File: config.mk
export PLATFORM = sky130hd
export DESIGN_NAME = slt_ram
export DESIGN_NICKNAME = d
export VERILOG_FILES = /design/src/slt_ram.sv
export SDC_FILE = /design/constraint.sdc
export NUM_CORES = 1
export LEC_CHECK = 0
export BUFFER_PORTS_ARGS = -buffer_cell sky130_fd_sc_hd__buf_2
export CAP_MARGIN = 20
export CORE_MARGIN = 5
export CORE_UTILIZATION = 56
export CTS_CLUSTER_DIAMETER = 40
export CTS_CLUSTER_SIZE = 10
export DETAILED_ROUTE_END_ITERATION = 12
export GPL_ROUTABILITY_DRIVEN = 0
export PLACE_DENSITY = 0.87
export SETUP_SLACK_MARGIN = 0.2
export SLEW_MARGIN = 20
export SYNTH_ARGS = -nofsm -noshare
export SYNTH_HDL_FRONTEND = slang
export SYNTH_SLANG_ARGS = --single-unit
File: constraint.sdc
create_clock -name clock -period 1.8 [get_ports clock]
set_clock_uncertainty 0.1 [all_clocks]
set_input_delay 0.09 -clock clock [delete_from_list [all_inputs] [get_ports clock]]
set_output_delay 0.09 -clock clock [all_outputs]
set_load 0.1 [all_outputs]
File: src/slt_ram.sv
// slt_ram: simple dual-port synchronous ram, one write and one registered read port
// no dependencies
`default_nettype none

module slt_ram #(
   parameter int WIDTH = 8,
   parameter int AW    = 6,
   parameter int DEPTH = 64
) (
   input  wire logic             clock,
   input  wire logic             wr_en,
   input  wire logic [AW-1:0]    wr_addr,
   input  wire logic [WIDTH-1:0] wr_data,
   input  wire logic [AW-1:0]    rd_addr,
   output logic      [WIDTH-1:0] rd_data
);

   logic [WIDTH-1:0] mem [DEPTH];

   always_ff @(posedge clock) begin
      if (wr_en) begin
         mem[wr_addr] <= wr_data;
      end
   end

   always_ff @(posedge clock) begin
      rd_data <= mem[rd_addr];
   end

endmodule

`default_nettype wire

==> results by group <==
Setup path
  • Required time worst endpoint: approximately 2100 ps
  • Minimum setup slack among reg-to-reg paths: -320 ps
  • Crit path max-delay cell type: mux4_2
  • Crit Path Class: reg2reg
  • CP Launch Type: flip-flop
  • Capturing point of the worst reg2reg path: rd_data[6]$_DFF_P_
  • Delay of the slowest cell on the worst path: about 470 ps
  • Crit path to: rd_data[6]$_DFF_P_
  • First element of the critical path: mem[24][6]$_DFFE_PP_
  • Maximum fanout along the worst path: 1
  • Worst reg2reg path startpoint: mem[24][6]$_DFFE_PP_
  • Endpoint kind of the worst setup timing path: flip-flop
  • Number of cell instances on the worst register-to-register path: 6
  • Crit path DAT: 2450 ps
  • Critical-path cell list: mux4_2 > mux2_4 > o221a_4 > nor3_4 > buf_6 > o32ai_2

Logic synthesis
  • Count of warnings emitted by yosys: 0
  • Post-synthesis mux area share: 0.159
  • Synth async-reset ratio: 0
  • Count of state elements after synthesis: 520
  • Netlist Area Pre-Place: roughly 20000 µm²
  • Number of flops mapped to enable cells by yosys: 512
  • Post-synthesis instance total: 940
  • Most instantiated flip-flop cell in the synthesis netlist: edfxtp_1
  • Fraction of synthesized cell area in xor and xnor cells: 0
  • Post-synthesis adder-cell area fraction: 0
  • Largest family of logic cells by synthesized area: multiplexers
  • Synth unique cells: 40
  • Net Count, Synth: 962
  • Sequential area share after synthesis: 0.770
  • Synthesized-area fraction occupied by ao, oa, aoi and oai cells: 0.0207
  • Synth Area in Simple Gates: 0.0339
  • Average cell area after synthesis: approximately 21 µm²

Cells and area
  • Final cell area excluding filler cells: approximately 24000 µm²
  • Area of the multi-input gates: between 4000 and 5000 µm²
  • Area growth from synthesis to layout: 19.2%
  • Net count, final: between 1000 and 1500
  • FF+latch area: about 16000 µm²
  • Filler cell count: around 2100
  • Fraction of final layout cells sized beyond drive strength 1: 0.367
  • Final cell count without fillers: roughly 1600

Power and ir drop
  • Worst vdd rail ir drop: 0.000960 V
  • Pwr Total: roughly 0.026 W
  • Lkg Pwr: 7.85 nW
  • Power per Cell Area: around 1100 nW/µm²

Routing
  • Initial DRC Count: around 1400
  • Routed vias/inst: approximately 6.5
  • # DRC: 0
  • Met1 Routed Length: roughly 17000 µm
  • Number of nets with antenna violations after routing: 0
  • Highest routed layer: met4
  • Total detailed-routing wirelength: approximately 48000 µm
  • DR WL/cell: approximately 29 µm
  • Met3 wire len: ~4800 µm
  • First-pass iteration count of the detailed router: 5
  • Detailed-routed wire length on met2: 24200 µm
  • Vias after detailed routing: 10700

Clock tree
  • TritonCTS Sinks: 520
  • CTS tree: done
  • Number of levels the H-tree was split into: 2
  • Clock network latency to the later pin of the worst-skew pair: around 580 ps
  • Clock transition at the registers of the reported paths: around 60 ps
  • Clk root buf: clkbuf_16
  • Number of clock buffers inserted by TritonCTS: ~60
  • Clock Path Buffers: 3

Timing
  • Maximum operating frequency: 0.471 GHz
  • Setup repair after global routing missed its margin: true
  • Final critical delay including setup and external delays: around 2100 ps
  • Final setup vio count: 8
  • Final Hold Vio Count: 27
  • Post-route worst setup slack: -322 ps
  • Worst slew pin tran: 1100 ps
  • Final worst-path cycle share: 1.18
  • Worst max-slew margin expressed relative to the limit: 0.263
  • Setup TNS: -1220 ps
  • Number of max-slew violations in the final report: 0
  • Fin Hold WS: -82.2 ps

Place
  • Area after DPL: between 20000 and 25000 µm²
  • Number of placed instances, taps included: between 1500 and 2000
  • Worst setup slack before clock tree synthesis: -428 ps
  • Number of input and output port buffers inserted: 29
  • Detailed-placement wirelength estimate: 29100 µm

Floorplanning
  • Number of ports placed on the die boundary: 30
  • Cell Rows: between 60 and 70
  • X dimension of the die: ~200 µm
  • Die area: 39900 µm²
  • Core area: around 36000 µm²
  • Effective utilization at floorplan: 0.567
  • Vertical die dimension: around 200 µm

Hold path
  • Worst Hold Class: in2reg

Status
  • Run status: finished with violations
  • Violated checks: negative hold slack, negative setup slack

Flow run
  • Number of maximum-capacitance violations: 0

GRT
  • Global-route wire length before repair: a little over 70000 µm
  • Remaining global-route overflow: 0
  • Via count of the first global-routing pass: roughly 11000
  • Global router's overall resource usage: 0.244
  • Initial antenna violation count: 2
  • Largest net degree at the start of global routing: 65
[cell usage in the layout, fill, tap and decap left out, types with 4 or more instances in the layout]
cell type and instances:
clkinv_2 4, edfxtp_1 512, nand2_1 19, clkbuf_8 4, nand2b_1 6, buf_2 16
mux2i_1 22, clkbuf_16 63, o221ai_1 7, dfxtp_1 8, nand3_1 11, buf_12 16
diode_2 4, buf_6 4, o22ai_1 8, a211oi_1 4, nor2b_1 13, buf_4 144
nor2_2 16, mux4_2 126, clkbuf_1 32, dlygate4sd3_1 6, mux2_2 11, nor2_1 64
[critical path: cells and delay by family, from the launching register on]
kind	cells	cell delay, ps
AO/OA/AOI/OAI	2	370
buffers and inverters	1	160
flip-flops	1	380
multiplexers	2	770
AND/OR/NAND/NOR	1	180
[registers in the layout, indices dropped and copies added (netlist names)]
signal,count
rd_data,8
mem,512
[how the worst min path moves through the flow]
| stage | startpoint | end | slack [ps] | cells after the start |
|---|---|---|---|---|
| finish | rd_addr[5] | rd_data[4]$_DFF_P_ | -80 | 3 |
| global route | rd_addr[5] | rd_data[4]$_DFF_P_ | -90 | 3 |
| CTS | rd_addr[5] | rd_data[4]$_DFF_P_ | -100 | 3 |
| detailed placement | wr_data[1] | mem[29][1]$_DFFE_PP_ | 470 | 1 |
| global placement | wr_data[2] | mem[25][2]$_DFFE_PP_ | 450 | 1 |
| floorplan | wr_data[0] | mem[0][0]$_DFFE_PP_ | 90 | 0 |
[stage by stage]
step | hold slack, ps | util
floorplan | 88.9 | -
global placement | 447 | 0.619
detailed placement | 470 | 0.619
CTS | -103 | 0.673
global route | -88.6 | 0.675
finish | -82.2 | 0.676
[cells in the mapped netlist (2+ instances only)]
library cell | count | share of area
nand2b_1 | 7 | 0.0022
nand3b_1 | 3 | 0.0011
a211oi_1 | 4 | 0.0015
o41ai_1 | 2 | 0.00087
nor3_1 | 7 | 0.0017
o21a_1 | 2 | 0.00074
o221a_2 | 2 | 0.0011
a22oi_1 | 3 | 0.0011
mux2_2 | 13 | 0.0073
dfxtp_1 | 8 | 0.0079
o21ai_1 | 2 | 0.00050
a221oi_1 | 6 | 0.0026
a21oi_1 | 3 | 0.00074
o2111ai_1 | 3 | 0.0013
nor2b_1 | 14 | 0.0043
nand2_1 | 19 | 0.0035
o22ai_1 | 8 | 0.0025
buf_6 | 4 | 0.0022
o32ai_1 | 2 | 0.00087
o2bb2ai_1 | 3 | 0.0013
clkbuf_1 | 17 | 0.0032
buf_1 | 4 | 0.00074
mux2i_1 | 23 | 0.011
o21ai_0 | 2 | 0.00050
buf_12 | 2 | 0.0020
o221ai_1 | 8 | 0.0035
nor2_1 | 83 | 0.015
a2111oi_0 | 2 | 0.00087
nand4_1 | 2 | 0.00062
buf_2 | 11 | 0.0027
mux4_2 | 126 | 0.14
edfxtp_1 | 512 | 0.76
nor4_1 | 2 | 0.00062
buf_4 | 13 | 0.0048
nand3_1 | 13 | 0.0032
[power by group]
group	switching [W]	internal [W]
Clock	0.00451	0.00653
Combinational	0.00101	0.000650
Sequential	0.0000579	0.0134
Total	0.00557	0.0206
[kinds of logic after synthesis]
kind of cell | after synthesis
AO/OA/AOI/OAI | 54
buffers and inverters | 51
AND/OR/NAND/NOR | 153
flip-flops | 520
multiplexers | 162
[metal layers]
metal / global-route usage / vias to the layer above
met5: 0 / -
met4: 0.0664 / 0
met3: 0.0562 / 119
met2: 0.407 / 672
met1: 0.334 / 5530
li1: - / 4338
[cell type report]
type | count | area share
Antenna cell | 4 | 0.000416
Clock buffer | 98 | 0.0723
Clock inverter | 10 | 0.00239
Multi-Input combinational cell | 369 | 0.188
Sequential cell | 520 | 0.646
Tap cell | 461 | 0.0240
Timing Repair Buffer | 187 | 0.0666
[what timing repair did]
item                                    in CTS  in global routing
endpoints found under the hold margin       69                 25
resized for setup                           25                 11
hold buffers                                 4                  2
pin swaps                                    3                  3
setup buffers                                0                  2
endpoints found under the setup margin      14                118
Note: power is estimated with default switching activity, not from simulation.
